## src/hw/rtl/clr_pkg.sv

```systemverilog
// Shared constants, opcodes and the command type for the clipped line rasterizer.
package clr_pkg;

	localparam int SCREEN_WIDTH  = 320;
	localparam int SCREEN_HEIGHT = 480;
	localparam int BANK_ROWS     = 256;

	localparam int COORD_W  = 17;
	localparam int ERR_W    = 18;
	localparam int PIX_W    = 9;
	localparam int OFFSET_W = 17;
	localparam int COLOR_W  = 8;

	typedef enum logic {
		OP_LOAD = 1'b0,
		OP_STEP = 1'b1
	} opcode_t;

	typedef struct packed {
		opcode_t                     opcode;
		logic                        steep;
		logic signed [COORD_W-1:0]   major_pos;
		logic signed [COORD_W-1:0]   major_end;
		logic signed [COORD_W-1:0]   minor_pos;
		logic                        minor_dir_down;
		logic        [COORD_W-1:0]   delta_major;
		logic        [COORD_W-1:0]   delta_minor;
		logic        [COLOR_W-1:0]   color;
	} cmd_t;

endpackage

```

## src/hw/rtl/clr_cmd_if.sv

```systemverilog
// Input channel interface carrying load and step items.
interface clr_cmd_if;
	import clr_pkg::*;

	logic               valid;
	logic               ready;
	logic               opcode;
	logic signed [15:0] start_x;
	logic signed [15:0] start_y;
	logic signed [15:0] end_x;
	logic signed [15:0] end_y;
	logic [7:0]         pen_color;

	modport source (
		output valid, opcode, start_x, start_y, end_x, end_y, pen_color,
		input  ready
	);

	modport sink (
		input  valid, opcode, start_x, start_y, end_x, end_y, pen_color,
		output ready
	);

endinterface

```

## src/hw/rtl/clr_pixel_if.sv

```systemverilog
// Output channel interface carrying one rasterized pixel per transfer.
interface clr_pixel_if;

	logic        valid;
	logic        ready;
	logic [8:0]  pixel_col;
	logic [8:0]  pixel_row;
	logic        visible;
	logic        fb_sector;
	logic [16:0] fb_offset;
	logic [7:0]  pixel_color;
	logic        last;

	modport source (
		output valid, pixel_col, pixel_row, visible, fb_sector, fb_offset, pixel_color, last,
		input  ready
	);

	modport sink (
		input  valid, pixel_col, pixel_row, visible, fb_sector, fb_offset, pixel_color, last,
		output ready
	);

endinterface

```

## src/hw/rtl/clr_front.sv

```systemverilog
// Front end: accepts items, computes differences and classifies each line for the walk.
module clr_front
	import clr_pkg::*;
(
	input  logic       clk,
	input  logic       arst_n,
	clr_cmd_if.sink    cmd,
	output logic       wr_valid,
	input  logic       wr_ready,
	output cmd_t       wr_data
);

	logic                      valid_s1;
	opcode_t                   opcode_s1;
	logic signed [COORD_W-1:0] x0_s1;
	logic signed [COORD_W-1:0] y0_s1;
	logic signed [COORD_W-1:0] x1_s1;
	logic signed [COORD_W-1:0] y1_s1;
	logic signed [COORD_W-1:0] dx_s1;
	logic signed [COORD_W-1:0] dy_s1;
	logic [COLOR_W-1:0]        color_s1;

	logic                      take;
	logic signed [COORD_W-1:0] ext_x0;
	logic signed [COORD_W-1:0] ext_y0;
	logic signed [COORD_W-1:0] ext_x1;
	logic signed [COORD_W-1:0] ext_y1;
	logic        [COORD_W-1:0] adx;
	logic        [COORD_W-1:0] ady;
	logic                      steep;
	logic                      swap;
	logic signed [COORD_W-1:0] minor_diff;

	assign cmd.ready = !valid_s1 || wr_ready;
	assign take      = cmd.valid && cmd.ready;

	assign ext_x0 = COORD_W'(cmd.start_x);
	assign ext_y0 = COORD_W'(cmd.start_y);
	assign ext_x1 = COORD_W'(cmd.end_x);
	assign ext_y1 = COORD_W'(cmd.end_y);

	always_ff @(posedge clk or negedge arst_n) begin
		if (!arst_n) begin
			valid_s1 <= 1'b0;
		end else if (cmd.ready) begin
			valid_s1 <= cmd.valid;
		end
	end

	always_ff @(posedge clk) begin
		if (take) begin
			opcode_s1 <= opcode_t'(cmd.opcode);
			x0_s1     <= ext_x0;
			y0_s1     <= ext_y0;
			x1_s1     <= ext_x1;
			y1_s1     <= ext_y1;
			dx_s1     <= ext_x1 - ext_x0;
			dy_s1     <= ext_y1 - ext_y0;
			color_s1  <= cmd.pen_color;
		end
	end

	always_comb begin
		adx        = dx_s1[COORD_W-1] ? COORD_W'(-dx_s1) : COORD_W'(dx_s1);
		ady        = dy_s1[COORD_W-1] ? COORD_W'(-dy_s1) : COORD_W'(dy_s1);
		steep      = ady > adx;
		swap       = steep ? dy_s1[COORD_W-1] : dx_s1[COORD_W-1];
		minor_diff = steep ? dx_s1 : dy_s1;

		wr_data.opcode      = opcode_s1;
		wr_data.steep       = steep;
		wr_data.color       = color_s1;
		wr_data.delta_major = steep ? ady : adx;
		wr_data.delta_minor = steep ? adx : ady;
		if (steep) begin
			wr_data.major_pos = swap ? y1_s1 : y0_s1;
			wr_data.major_end = swap ? y0_s1 : y1_s1;
			wr_data.minor_pos = swap ? x1_s1 : x0_s1;
		end else begin
			wr_data.major_pos = swap ? x1_s1 : x0_s1;
			wr_data.major_end = swap ? x0_s1 : x1_s1;
			wr_data.minor_pos = swap ? y1_s1 : y0_s1;
		end
		wr_data.minor_dir_down = swap ? (minor_diff >= 0) : (minor_diff <= 0);
	end

	assign wr_valid = valid_s1;

endmodule

```

## src/hw/rtl/clr_queue.sv

```systemverilog
// Two-entry command queue between the front end and the walk engine.
module clr_queue
	import clr_pkg::*;
(
	input  logic clk,
	input  logic arst_n,
	input  logic wr_valid,
	output logic wr_ready,
	input  cmd_t wr_data,
	output logic rd_valid,
	input  logic rd_ready,
	output cmd_t rd_data
);

	cmd_t       mem_q [2];
	logic       wr_ptr_q;
	logic       rd_ptr_q;
	logic [1:0] count_q;
	logic       push;
	logic       pop;

	assign wr_ready = count_q != 2'd2;
	assign rd_valid = count_q != 2'd0;
	assign rd_data  = mem_q[rd_ptr_q];
	assign push     = wr_valid && wr_ready;
	assign pop      = rd_valid && rd_ready;

	always_ff @(posedge clk or negedge arst_n) begin
		if (!arst_n) begin
			wr_ptr_q <= 1'b0;
			rd_ptr_q <= 1'b0;
			count_q  <= 2'd0;
		end else begin
			if (push) begin
				wr_ptr_q <= !wr_ptr_q;
			end
			if (pop) begin
				rd_ptr_q <= !rd_ptr_q;
			end
			unique case ({push, pop})
				2'b10:   count_q <= count_q + 2'd1;
				2'b01:   count_q <= count_q - 2'd1;
				default: count_q <= count_q;
			endcase
		end
	end

	always_ff @(posedge clk) begin
		if (push) begin
			mem_q[wr_ptr_q] <= wr_data;
		end
	end

endmodule

```

## src/hw/rtl/clr_back.sv

```systemverilog
// Walk engine: runs the Bresenham steps and forms framebuffer addresses for each pixel.
module clr_back
	import clr_pkg::*;
(
	input  logic       clk,
	input  logic       arst_n,
	input  logic       rd_valid,
	output logic       rd_ready,
	input  cmd_t       rd_data,
	clr_pixel_if.source pixel
);

	logic                      active_q;
	logic                      steep_q;
	logic signed [COORD_W-1:0] major_pos_q;
	logic signed [COORD_W-1:0] major_end_q;
	logic signed [COORD_W-1:0] minor_pos_q;
	logic                      minor_dir_down_q;
	logic        [COORD_W-1:0] delta_major_q;
	logic        [COORD_W-1:0] delta_minor_q;
	logic signed [ERR_W-1:0]   error_term_q;
	logic        [COLOR_W-1:0] line_color_q;

	logic               valid_s1;
	logic [PIX_W-1:0]   col_s1;
	logic [PIX_W-1:0]   row_s1;
	logic               vis_s1;
	logic [COLOR_W-1:0] color_s1;
	logic               last_s1;

	logic                valid_s2;
	logic [PIX_W-1:0]    col_s2;
	logic [PIX_W-1:0]    row_s2;
	logic                vis_s2;
	logic                sector_s2;
	logic [OFFSET_W-1:0] offset_s2;
	logic [COLOR_W-1:0]  color_s2;
	logic                last_s2;

	logic                      load_s2;
	logic                      free_s1;
	logic                      pop;
	logic                      do_load;
	logic                      emit;
	logic signed [COORD_W-1:0] col;
	logic signed [COORD_W-1:0] row;
	logic                      vis;
	logic                      fin;
	logic signed [ERR_W-1:0]   err_sub;
	logic signed [ERR_W-1:0]   err_next;
	logic                      sector;
	logic [PIX_W-1:0]          bank_row;
	logic [31:0]               offset_full;

	assign load_s2  = !valid_s2 || pixel.ready;
	assign free_s1  = !valid_s1 || load_s2;
	assign rd_ready = (rd_data.opcode == OP_LOAD) || !active_q || free_s1;
	assign pop      = rd_valid && rd_ready;
	assign do_load  = pop && (rd_data.opcode == OP_LOAD);
	assign emit     = pop && (rd_data.opcode == OP_STEP) && active_q;

	always_comb begin
		col = steep_q ? minor_pos_q : major_pos_q;
		row = steep_q ? major_pos_q : minor_pos_q;
		vis = (col >= 0) && (col < $signed(COORD_W'(SCREEN_WIDTH)))
			&& (row >= 0) && (row < $signed(COORD_W'(SCREEN_HEIGHT)));
		fin = major_pos_q >= major_end_q;
		err_sub  = error_term_q - $signed({1'b0, delta_minor_q});
		err_next = err_sub[ERR_W-1] ? err_sub + $signed({1'b0, delta_major_q}) : err_sub;
	end

	always_ff @(posedge clk or negedge arst_n) begin
		if (!arst_n) begin
			active_q         <= 1'b0;
			steep_q          <= 1'b0;
			major_pos_q      <= '0;
			major_end_q      <= '0;
			minor_pos_q      <= '0;
			minor_dir_down_q <= 1'b0;
			delta_major_q    <= '0;
			delta_minor_q    <= '0;
			error_term_q     <= '0;
			line_color_q     <= '0;
		end else if (do_load) begin
			active_q         <= 1'b1;
			steep_q          <= rd_data.steep;
			major_pos_q      <= rd_data.major_pos;
			major_end_q      <= rd_data.major_end;
			minor_pos_q      <= rd_data.minor_pos;
			minor_dir_down_q <= rd_data.minor_dir_down;
			delta_major_q    <= rd_data.delta_major;
			delta_minor_q    <= rd_data.delta_minor;
			error_term_q     <= ERR_W'(rd_data.delta_major >> 1);
			line_color_q     <= rd_data.color;
		end else if (emit) begin
			error_term_q <= err_next;
			if (err_sub[ERR_W-1]) begin
				minor_pos_q <= minor_dir_down_q ? minor_pos_q - COORD_W'(1)
					: minor_pos_q + COORD_W'(1);
			end
			if (fin) begin
				active_q <= 1'b0;
			end else begin
				major_pos_q <= major_pos_q + COORD_W'(1);
			end
		end
	end

	always_ff @(posedge clk or negedge arst_n) begin
		if (!arst_n) begin
			valid_s1 <= 1'b0;
		end else if (free_s1) begin
			valid_s1 <= emit;
		end
	end

	always_ff @(posedge clk) begin
		if (emit) begin
			col_s1   <= vis ? col[PIX_W-1:0] : '0;
			row_s1   <= vis ? row[PIX_W-1:0] : '0;
			vis_s1   <= vis;
			color_s1 <= line_color_q;
			last_s1  <= fin;
		end
	end

	always_comb begin
		sector      = row_s1 >= PIX_W'(BANK_ROWS);
		bank_row    = sector ? row_s1 - PIX_W'(BANK_ROWS) : row_s1;
		offset_full = 32'(SCREEN_WIDTH) * 32'(bank_row) + 32'(col_s1);
	end

	always_ff @(posedge clk or negedge arst_n) begin
		if (!arst_n) begin
			valid_s2 <= 1'b0;
		end else if (load_s2) begin
			valid_s2 <= valid_s1;
		end
	end

	always_ff @(posedge clk) begin
		if (load_s2 && valid_s1) begin
			col_s2    <= col_s1;
			row_s2    <= row_s1;
			vis_s2    <= vis_s1;
			sector_s2 <= sector;
			offset_s2 <= offset_full[OFFSET_W-1:0];
			color_s2  <= color_s1;
			last_s2   <= last_s1;
		end
	end

	assign pixel.valid       = valid_s2;
	assign pixel.pixel_col   = col_s2;
	assign pixel.pixel_row   = row_s2;
	assign pixel.visible     = vis_s2;
	assign pixel.fb_sector   = sector_s2;
	assign pixel.fb_offset   = offset_s2;
	assign pixel.pixel_color = color_s2;
	assign pixel.last        = last_s2;

endmodule

```

## src/hw/rtl/clipped_line_rasterizer_unit.sv

```systemverilog
// Top level of the clipped line rasterizer: front end, command queue and walk engine.
//
//   Channel  Direction  Transfer content
//   cmd      in         opcode, start_x, start_y, end_x, end_y, pen_color
//   pixel    out        pixel_col, pixel_row, visible, fb_sector, fb_offset,
//                       pixel_color, last
//
// One item is taken per cycle while ready is high; a step item reaches the pixel channel
// via the front, queue and output registers; the walk's error update sets the rate.
// Reset clears the queue, the pipeline valids and the walk state, so no line is active.
// A stall on the pixel channel fills the output stages, the two-entry queue and the front
// register before the cmd channel drops ready; load items and idle steps drain without
// an output slot.
module clipped_line_rasterizer_unit
	import clr_pkg::*;
(
	input  logic        clk,
	input  logic        arst_n,
	clr_cmd_if.sink     cmd,
	clr_pixel_if.source pixel
);

	logic wr_valid;
	logic wr_ready;
	cmd_t wr_data;
	logic rd_valid;
	logic rd_ready;
	cmd_t rd_data;

	clr_front u_front (
		.clk      (clk),
		.arst_n   (arst_n),
		.cmd      (cmd),
		.wr_valid (wr_valid),
		.wr_ready (wr_ready),
		.wr_data  (wr_data)
	);

	clr_queue u_queue (
		.clk      (clk),
		.arst_n   (arst_n),
		.wr_valid (wr_valid),
		.wr_ready (wr_ready),
		.wr_data  (wr_data),
		.rd_valid (rd_valid),
		.rd_ready (rd_ready),
		.rd_data  (rd_data)
	);

	clr_back u_back (
		.clk      (clk),
		.arst_n   (arst_n),
		.rd_valid (rd_valid),
		.rd_ready (rd_ready),
		.rd_data  (rd_data),
		.pixel    (pixel)
	);

endmodule

```

## src/flat_wrapper.sv

```systemverilog
// flat-port wrapper written by rule: the top's interface ports become plain ports
module clipped_line_rasterizer_unit_flat import clr_pkg::*;
  (clk, arst_n, cmd_valid, cmd_opcode, cmd_start_x, cmd_start_y, cmd_end_x, cmd_end_y, cmd_pen_color, cmd_ready, pixel_valid, pixel_pixel_col, pixel_pixel_row, pixel_visible, pixel_fb_sector, pixel_fb_offset, pixel_pixel_color, pixel_last, pixel_ready);
  clr_cmd_if cmd_i ();
  clr_pixel_if pixel_i ();
  input  logic clk;
  input  logic arst_n;
  input wire logic [$bits(cmd_i.valid)-1:0] cmd_valid;
  input wire logic [$bits(cmd_i.opcode)-1:0] cmd_opcode;
  input wire logic [$bits(cmd_i.start_x)-1:0] cmd_start_x;
  input wire logic [$bits(cmd_i.start_y)-1:0] cmd_start_y;
  input wire logic [$bits(cmd_i.end_x)-1:0] cmd_end_x;
  input wire logic [$bits(cmd_i.end_y)-1:0] cmd_end_y;
  input wire logic [$bits(cmd_i.pen_color)-1:0] cmd_pen_color;
  output wire logic [$bits(cmd_i.ready)-1:0] cmd_ready;
  output wire logic [$bits(pixel_i.valid)-1:0] pixel_valid;
  output wire logic [$bits(pixel_i.pixel_col)-1:0] pixel_pixel_col;
  output wire logic [$bits(pixel_i.pixel_row)-1:0] pixel_pixel_row;
  output wire logic [$bits(pixel_i.visible)-1:0] pixel_visible;
  output wire logic [$bits(pixel_i.fb_sector)-1:0] pixel_fb_sector;
  output wire logic [$bits(pixel_i.fb_offset)-1:0] pixel_fb_offset;
  output wire logic [$bits(pixel_i.pixel_color)-1:0] pixel_pixel_color;
  output wire logic [$bits(pixel_i.last)-1:0] pixel_last;
  input wire logic [$bits(pixel_i.ready)-1:0] pixel_ready;
  assign cmd_i.valid = cmd_valid;
  assign cmd_i.opcode = cmd_opcode;
  assign cmd_i.start_x = cmd_start_x;
  assign cmd_i.start_y = cmd_start_y;
  assign cmd_i.end_x = cmd_end_x;
  assign cmd_i.end_y = cmd_end_y;
  assign cmd_i.pen_color = cmd_pen_color;
  assign cmd_ready = cmd_i.ready;
  assign pixel_valid = pixel_i.valid;
  assign pixel_pixel_col = pixel_i.pixel_col;
  assign pixel_pixel_row = pixel_i.pixel_row;
  assign pixel_visible = pixel_i.visible;
  assign pixel_fb_sector = pixel_i.fb_sector;
  assign pixel_fb_offset = pixel_i.fb_offset;
  assign pixel_pixel_color = pixel_i.pixel_color;
  assign pixel_last = pixel_i.last;
  assign pixel_i.ready = pixel_ready;
  clipped_line_rasterizer_unit u_core (.clk(clk), .arst_n(arst_n), .cmd(cmd_i), .pixel(pixel_i));
endmodule
```

## config.mk

```make
export PLATFORM = sky130hd
export DESIGN_NAME = clipped_line_rasterizer_unit_flat
export DESIGN_NICKNAME = d
export VERILOG_FILES = /design/src/hw/rtl/clr_pkg.sv /design/src/hw/rtl/clr_cmd_if.sv /design/src/hw/rtl/clr_pixel_if.sv /design/src/hw/rtl/clr_front.sv /design/src/hw/rtl/clr_queue.sv /design/src/hw/rtl/clr_back.sv /design/src/hw/rtl/clipped_line_rasterizer_unit.sv /design/src/flat_wrapper.sv
export SDC_FILE = /design/constraint.sdc
export NUM_CORES = 1
export LEC_CHECK = 0
export BUFFER_PORTS_ARGS = -buffer_cell sky130_fd_sc_hd__buf_2
export CAP_MARGIN = 20
export CORE_UTILIZATION = 45
export CTS_BUF_LIST = sky130_fd_sc_hd__clkbuf_8
export DETAILED_ROUTE_END_ITERATION = 12
export HOLD_SLACK_MARGIN = 0.12
export PLACE_DENSITY = 0.63
export SYNTH_ARGS = -nofsm -noshare
export SYNTH_HDL_FRONTEND = slang
export SYNTH_HIERARCHICAL = 1
export SYNTH_SLANG_ARGS = --single-unit
```

## constraint.sdc

```tcl
create_clock -name clk -period 5.8 [get_ports clk]
set_input_delay 0.29 -clock clk [delete_from_list [all_inputs] [get_ports clk]]
set_output_delay 0.29 -clock clk [all_outputs]
set_load 0.02 [all_outputs]
```

After elaboration in Yosys (flattened, before gate mapping) --
Memories as Yosys holds them, arrays and structs flattened. Index checks and enable logic that the tools add are counted.
Storage, ports and cells: register bits after elaboration 302, memory bits (writable) 192, input bits 77, output and inout port bits 48, word-level logic and storage cells 125, memories kept 1
Memory list:
- u_core.u_queue.mem_q | depth 2, bits a word 96, rd ports 1, clocked after Yosys merged registers in 0, write ports 1, line clr_queue.sv:15 | cmd_t mem_q [2];
Operators by class: $add $sub $neg 13, multiply operators 1, $lt $le $gt $ge 9, eq/ne operators 4, mux-type cells 31, bitwise logic cells 1, reduce and logical (&&, ||, !) cells 29
Operator list (number):
- $mux 17 | 18
- $mux 18 | 3
- $ge 17x1->1 const B | 3
- $mux 51 | 1
- $add 17x2->17 const B | 2
- $lt 17x10->1 const B | 2
- $neg 17->17 | 2
- $sub 16x16->17 | 2
- $add 18x18->18 | 1
- $sub 18x18->18 | 1
- $add 17x9->17 | 1
- $ge 17x17->1 | 1
- $gt 17x17->1 | 1
- $le 17x1->1 const B | 1
- $sub 17x2->17 const B | 1
- $mul 3x9->11 const A | 1
- $logic_and 1x1->1 | 10
- $reduce_bool 2->1 | 5
- $ge 9x9->1 const B | 1
- $mux 9 | 1
- $sub 9x9->9 const B | 1
- $mux 1 | 7
- $logic_not 1->1 | 6
- $reduce_and 2->1 | 3
- 8 further kinds | 13

Depth between registers and ports, before layout --
Gate-level depths: netlist of run 1.
word-level depth 9, gate-level depth with buffers 18, gate-level depth less buffers 18

Modules after synthesis --
Netlist of run 1, hierarchy kept.
Modules (own cells, without submodules):
- clr_back | instances 1, cells an instance 1105, area each 10721.5 um2, sequential area each 4944.7 um2
- clr_front | instances 1, cells an instance 702, area each 7777.5 um2, sequential area each 3238.1 um2
- clr_queue | instances 1, cells an instance 316, area each 7238.2 um2, sequential area each 5865.6 um2

Worst setup path after synthesis of run 1 --
OpenSTA, ideal clock, no wires.
path kind register -> register, from register u_core.u_queue.count_q[0], to memory u_core/u_queue/mem_q[0][0] in the netlist's numbering (enable), library setup time 551 ps, data arrival time 4617 ps, data required time 5249 ps, path slack 631 ps, cell stages (with the launch flop) 4, path buffers 0, clock period less this slack 5169 ps, cell sequence dfrtp_1 -> nand2b_1 -> nand2_1 -> nor2_1
Between the ends: longest elaborated chain between the ends 4
RTL lines:
- start, declared | line clr_queue.sv:18 | logic [1:0] count_q;
- start signal, assigned | line clr_queue.sv:41 | 2'b10: count_q <= count_q + 2'd1;
- start signal, assigned | line clr_queue.sv:42 | 2'b01: count_q <= count_q - 2'd1;
- start signal, assigned | line clr_queue.sv:43 | default: count_q <= count_q;
- $ne 2x2->1 | line clr_queue.sv:22 | assign wr_ready = count_q != 2'd2;
- net u_core.wr_ready | line clipped_line_rasterizer_unit.sv:24 | logic wr_ready;
- $logic_and 1x1->1 | line clr_queue.sv:25 | assign push = wr_valid && wr_ready;
- $mux 1 | line clr_queue.sv:49 | if (push) begin
- $mux 1 (implied by the code) | line clr_queue.sv:50 | mem_q[wr_ptr_q] <= wr_data;
- end, declared | line clr_queue.sv:15
The timed path passes the listed nets, and every way through them passes these cells.

==> flow_metrics.tcl, run 1 <==
set metrics [dict create \
    routed_wirelength_mm 61.7 \
    place_congestion 0.858 \
    floorplan.initialDensity_pct 45.6 \
    multiInputGateArea_sq_um 10800 \
    fmax_mhz 219 \
    numCtsBuffers 87 \
    setup_tns_ns 0 \
    final-seq-area_sq_um 14100 \
    finalCritPeriodShare_pct 78.8 \
    synth-edff-count 367 \
    clock-sinks 488 \
    worst-endpoint-arrival_ns 5.06 \
    drtIter0Drc 1002 \
    startpoint_type "register" \
    io_buffers 124 \
    areaGrowthSynthToFinish_pct 14.9 \
    crit_fanout 27 \
    synth.most_common_cell "edfxtp_1" \
    cp-end-kind "register" \
    drtPass1Iterations 5 \
    clk_pin_slew_ns 0.06 \
    async_flop_share_pct 24.8 \
    post_cts_resized 0 \
    max_stage_delay_ns 0.56 \
    insertion_delay_ns 0.69 \
    cts_buffer_depth 3 \
    vdd_drop_max_mv 0.367 \
    worst_pin_slew_ns 0.968 \
    yosys-top-cells-count "367 x edfxtp_1, 227 x nand2_1, 196 x mux2i_1" \
    grt_pass1_wl_mm 95.7 \
    cts_root_buf "clkbuf_8" \
    rrSetupSlack_ns 1.23 \
    synth.largest_area_cell "edfxtp_1" \
    core_area_sq_um 56500 \
    die_y_microns 241 \
    syn_area_per_cell_sq_um 12.1 \
    overflow 0 \
    fin_ws_ns 1.23 \
    grt_max_degree 89 \
    die_w_microns 241 \
    num_rows 87 \
    syn_area_sq_um 25700 \
    worstPathRequired_ns 6.29 \
    ys_seq_elements 488 \
    htree_levels 3 \
    pre_cts_slack_ns 1.27 \
    drv_cap 0 \
    routedWlPerCell_microns 19.4 \
    grt_pass1_vias 17200 \
    drv_slew 0 \
    ios 125 \
    crit_type "register to register" \
    yosys_warnings 6 \
    vias_per_cell 5.41 \
    synth-seq-area-share_pct 54.6 \
    slowest_stage "or4_4" \
    drcViolationCount 0 \
    die_area_sq_um 58200 \
    grt_setup_unrepaired "no" \
    status "completed" \
    synth_area_leaders "edfxtp_1 43%, dfrtp_1 12%, mux2i_1 7.6%" \
    period_minus_slack_ns 4.57 \
    cts_tree "done" \
    worst-path-buf-inv 3 \
    setup_viol 0 \
    ys_dominant_reg_cell "edfxtp_1" \
    clock_skew_ns 0.0355 \
    final_hold_viol_count 0 \
    synth_nets 2345 \
    synth.top_cell.area_share_pct 42.8 \
    fillers 4858 \
    vias 17200 \
    antenna_found_initial 1 \
    critical-path-top-delay-family "simple AND/OR/NAND/NOR gates" \
    yosysUniqueCellTypes 75 \
    drtAntennaViolNets 0 \
    p_leak_nw 12.5 \
    hpwl_mm 43.0 \
    crit_chain "or4_4, or4_4, o41ai_2, xor2_1, inv_1, ha_1, a21oi_1, nor2b_1, o21ai_0, o21ai_0, a211oi_2, buf_4, or2_4, buf_4, mux2i_1" \
    hold_path_class "input pin to asynchronous set/reset pin" \
    final_layout_size_suffix_gt1_share_pct 16.3 \
    power_density_nw_per_um2 674 \
    grt.total_usage_pct 21.4 \
    nNetsFinal 2570 \
    syn_inst 2123 \
    relSlewSlack_pct 35.5 \
]
## power by group
group,switching (mW),internal [mW],total [mW]
Sequential,0.775,5.68,6.46
Clock,1.48,1.73,3.20
Combinational,6.11,4.17,10.3
Total,8.36,11.6,19.9
## cells by family (layout without fill, tap and decap cells)
group                      count (synthesis)  after routing  share of synthesized area [%]
DFF                                      488            488                           54.6
and+or+nand+nor                          476            476                           8.43
AOI/OAI and AO/OA                        380            380                           9.53
muxes                                    293            293                           12.3
buffers and inverters                    216            513                           3.66
adders and majority gates                145            145                           7.25
xor gates and xnor gates                 124            124                           4.22
other                                      1              2                         0.0146
## metal layers
layer / wire length, microns / vias to the layer above / global-route usage [%]
met5: 0 / - / 0
met4: 1200 / 0 / 6.48
met3: 3260 / 86 / 3.16
met2: 28500 / 473 / 34.6
met1: 28700 / 8398 / 29.7
li1: - / 8223 / -
## registers in the layout (all words and copies together), names as in the netlist, 9 cells and up
signal and count:
u_core/u_back/delta_major_q 17, u_core/u_back/error_term_q 18, u_core/u_back/row_s1 9, u_core/u_back/pixel.pixel_col 9, u_core/u_front/x0_s1 16, u_core/u_back/minor_pos_q 17
u_core/u_front/y0_s1 16, u_core/u_front/x1_s1 16, u_core/u_back/col_s1 9, u_core/u_back/major_pos_q 17, u_core/u_front/dy_s1 17, u_core/u_back/major_end_q 17
u_core/u_back/pixel.fb_offset 11, u_core/u_front/y1_s1 16, u_core/u_front/dx_s1 17, u_core/u_back/delta_minor_q 17, u_core/u_back/pixel.pixel_row 9, u_core/u_queue/mem_q 192
## metrics by stage
stage               cells  total power, mW  hold WS [ns]  cell area [sq um]  util [%]
finish               3177             19.9         0.279              29600      52.4
global route         3177             21.4         0.304              29600      52.4
CTS                  3176             20.0         0.273              29600      52.4
detailed placement   2939             16.7         0.405              27100      47.9
global placement     2939             16.4         0.400              27100      47.9
floorplan            2123             14.2      -0.00559              25700         -
## final timing paths
| check | to | from | cells past startpoint |
|---|---|---|---|
| worst max-delay path | u_core/u_queue/mem_q[1][14]$_DFFE_PP_ | u_core/u_front/dy_s1[6]$_DFFE_PP_ | 15 |
| worst min-delay path | u_core/u_back/error_term_q[11]$_DFFE_PN0P_ | arst_n | 2 |
| worst max register to register | u_core/u_queue/mem_q[1][14]$_DFFE_PP_ | u_core/u_front/dy_s1[6]$_DFFE_PP_ | 15 |
| worst min register to register | u_core/u_back/pixel.pixel_color[4]$_DFFE_PP_ | u_core/u_back/color_s1[4]$_DFFE_PP_ | 0 |
| max in group asynchronous | u_core/u_back/error_term_q[15]$_DFFE_PN0P_ | arst_n | 3 |
| min in group clk | u_core/u_front/color_s1[0]$_DFFE_PP_ | cmd_pen_color[0] | 2 |
## placed cells by master, fill, tap and decap left out, types with 35 or more instances in the layout
cell type,count
a21oi_1,74
buf_2,123
clkbuf_8,89
dfrtp_1,120
dlygate4sd3_1,76
edfxtp_1,367
ha_1,138
inv_1,161
mux2_2,67
mux2i_1,196
nand2_1,227
nor2_1,84
nor3_1,35
o21ai_0,109
xnor2_1,73
xor2_1,51
## what timing repair did
item / 4_1_cts / 5_1_grt
buffers inserted: 0 / 0
hold endpoints to repair: 146 / 0
hold buffers: 76 / 0
## final cells by class
| type | instances | area share, % |
|---|---|---|
| tap | 756 | 3.20 |
| timing repair buffer | 222 | 5.32 |
| inverter | 130 | 1.65 |
| clock buffer | 89 | 4.14 |
| clock inverter | 72 | 1.75 |
| multi-input combinational | 1419 | 36.4 |
| sequential | 488 | 47.5 |
| antenna | 1 | 0.00846 |
Power figures use the tool's default switching activity.
==> run 2, diff against run 1 <==
--- a/config.mk
+++ b/config.mk
@@ -11,7 +11,7 @@
 export CTS_BUF_LIST = sky130_fd_sc_hd__clkbuf_8
 export DETAILED_ROUTE_END_ITERATION = 12
 export HOLD_SLACK_MARGIN = 0.12
-export PLACE_DENSITY = 0.63
+export PLACE_DENSITY = 0.65
 export SYNTH_ARGS = -nofsm -noshare
 export SYNTH_HDL_FRONTEND = slang
 export SYNTH_HIERARCHICAL = 1
==> constraint.sdc (replaced) <==
create_clock -name clk -period 3.85 [get_ports clk]
set_input_delay 0.1925 -clock clk [delete_from_list [all_inputs] [get_ports clk]]
set_output_delay 0.1925 -clock clk [all_outputs]
set_load 0.02 [all_outputs]
==> run 2 against run 1 <==
The run now ends with setup timing left; count of clock-buffer cells in the layout grew 3; final area grew 5.1%; via count grew 2.9%; first-iteration DRC count grew 3.3%; die area is the same; critical path depth grew 1; fmax grew 16%; largest cell class unchanged; hold slack lost 0.050 ns.
==> flow_metrics.tcl, run 2 (synthesis gave the netlist of run 1 again) <==
set metrics [dict create \
    status "finished, violations left" \
    violations "setup timing" \
    final_layout_size_suffix_gt1_share_pct 23.1 \
    drv_cap 0 \
    crit_fanout 7 \
    ios 125 \
    fin_ws_ns -0.0823 \
    drv_slew 0 \
    drtPass1Iterations 5 \
    fmax_mhz 254 \
    core_area_sq_um 56500 \
    nNetsFinal 2658 \
    cts_buffer_depth 3 \
    grt_pass1_wl_mm 97.6 \
    insertion_delay_ns 0.67 \
    period_minus_slack_ns 3.93 \
    areaGrowthSynthToFinish_pct 20.8 \
    reg2reg_depth 16 \
    relSlewSlack_pct 37.3 \
    cp-end-kind "register" \
    htree_levels 3 \
    worstPathRequired_ns 4.35 \
    final_hold_viol_count 0 \
    cts_root_buf "clkbuf_8" \
    clock_skew_ns 0.0283 \
    grt_use_met2_pct 35.7 \
    routedWlPerCell_microns 19.7 \
    startpoint_type "register" \
    hold_path_class "input pin to asynchronous set/reset pin" \
    numCtsBuffers 84 \
    cts_tree "done" \
    gr-usage-met3_pct 3.47 \
    grt_pass1_vias 17800 \
    met1_usage_pct 29.6 \
    grt_max_degree 69 \
    floorplan.initialDensity_pct 45.6 \
    drcViolationCount 0 \
    place_congestion 0.900 \
    num_rows 87 \
    mostFrequentLayoutCells "367 x edfxtp_1, 226 x nand2_1, 154 x inv_1, 136 x mux2i_1, 136 x ha_1" \
    worst-endpoint-arrival_ns 4.43 \
    vias_per_cell 5.43 \
    setup_viol 93 \
    grt_busiest_layer "met2" \
    worst_pin_slew_ns 0.938 \
    regMostFlops "u_core/u_queue/mem_q" \
    overflow 0 \
    io_buffers 124 \
    routed_wirelength_mm 64.1 \
    grt_setup_unrepaired "yes" \
    critPathLaunch "u_core/u_front/dy_s1[5]$_DFFE_PP_" \
    die_y_microns 241 \
    vias 17700 \
    r2r_start "u_core/u_front/dy_s1[5]$_DFFE_PP_" \
    clock-sinks 488 \
    clk_pin_slew_ns 0.06 \
    largest_reg_flops 192 \
    crit_type "register to register" \
    final_common_cell "edfxtp_1" \
    hpwl_mm 44.1 \
    die_area_sq_um 58200 \
    die_w_microns 241 \
    drtIter0Drc 1035 \
    top_regs "u_core/u_queue/mem_q (192), u_core/u_back/error_term_q (18)" \
    finalCritPeriodShare_pct 102 \
    antenna_found_initial 0 \
    drtAntennaViolNets 0 \
    rrSetupSlack_ns -0.08 \
    crit_path_end "u_core/u_queue/mem_q[1][80]$_DFFE_PP_" \
    setup_tns_ns -2.51 \
    grt.total_usage_pct 21.9 \
    r2r-end "u_core/u_queue/mem_q[1][80]$_DFFE_PP_" \
]
run 2: layout make-up:
cell class,instances,area [sq um]
clock inverter,59,363
timing repair buffer,311,2510
tap,756,946
sequential,488,14100
clock buffer,92,1270
inverter,130,500
timing repair inverter,1,16.3
fill,4686,25400
multi-input combinational,1420,11400
antenna,1,2.50
run 2: worst min-delay path by stage:
stage / to / slack, ns
2_1_floorplan: u_core/u_back/active_q$_DFFE_PN0P_ / -0.10
3_3_place_gp: u_core/u_front/color_s1[1]$_DFFE_PP_ / 0.37
3_5_place_dp: u_core/u_front/color_s1[2]$_DFFE_PP_ / 0.37
4_1_cts: u_core/u_front/y1_s1[5]$_DFFE_PP_ / 0.19
5_1_grt: u_core/u_front/y0_s1[9]$_DFFE_PP_ / 0.21
6_report: u_core/u_back/delta_major_q[4]$_DFFE_PN0P_ / 0.23
run 2: what timing repair did:
action,4_1_cts,5_1_grt
resized for setup,41,120
setup endpoints to repair,119,180
hold buffers,76,0
endpoints found under the hold margin,163,0
cloned,4,4
setup buffers,11,17
pin swaps,13,25
run 2: critical path: stages, from the launching register on:
cell       delay (ns)
edfxtp_1         0.38
or4_4            0.55
buf_4            0.15
o31ai_2          0.22
xor2_1           0.28
inv_1            0.12
ha_1             0.34
a21oi_1          0.20
nor2_1           0.09
a211oi_2         0.20
o21ai_1          0.10
a211oi_2         0.20
buf_4            0.17
or2_4            0.17
buf_6            0.14
clkbuf_16        0.17
mux2i_2          0.25
run 2: through the flow:
step           area [sq um]  utilization, %  cells  hold WS (ns)  setup slack, ns
2_1_floorplan         25700               -   2123        -0.103         -0.00966
3_3_place_gp          27600            48.8   2996         0.374          -0.0531
3_5_place_dp          27600            48.8   2996         0.371           -0.127
4_1_cts               30300            53.7   3238         0.193          -0.0822
5_1_grt               31100            55.0   3257         0.213           -0.249
6_report              31100            55.0   3258         0.229          -0.0823
run 2: per-layer routing:
metal  vias up  wire [microns]
met5         -               0
met4         0            1990
met3       134            2820
met2       495           30100
met1      8650           29200
li1       8402               -
Power of run 2 is not shown: default switching activity piles up to over one toggle a cycle in this logic, so the estimate is an artifact.
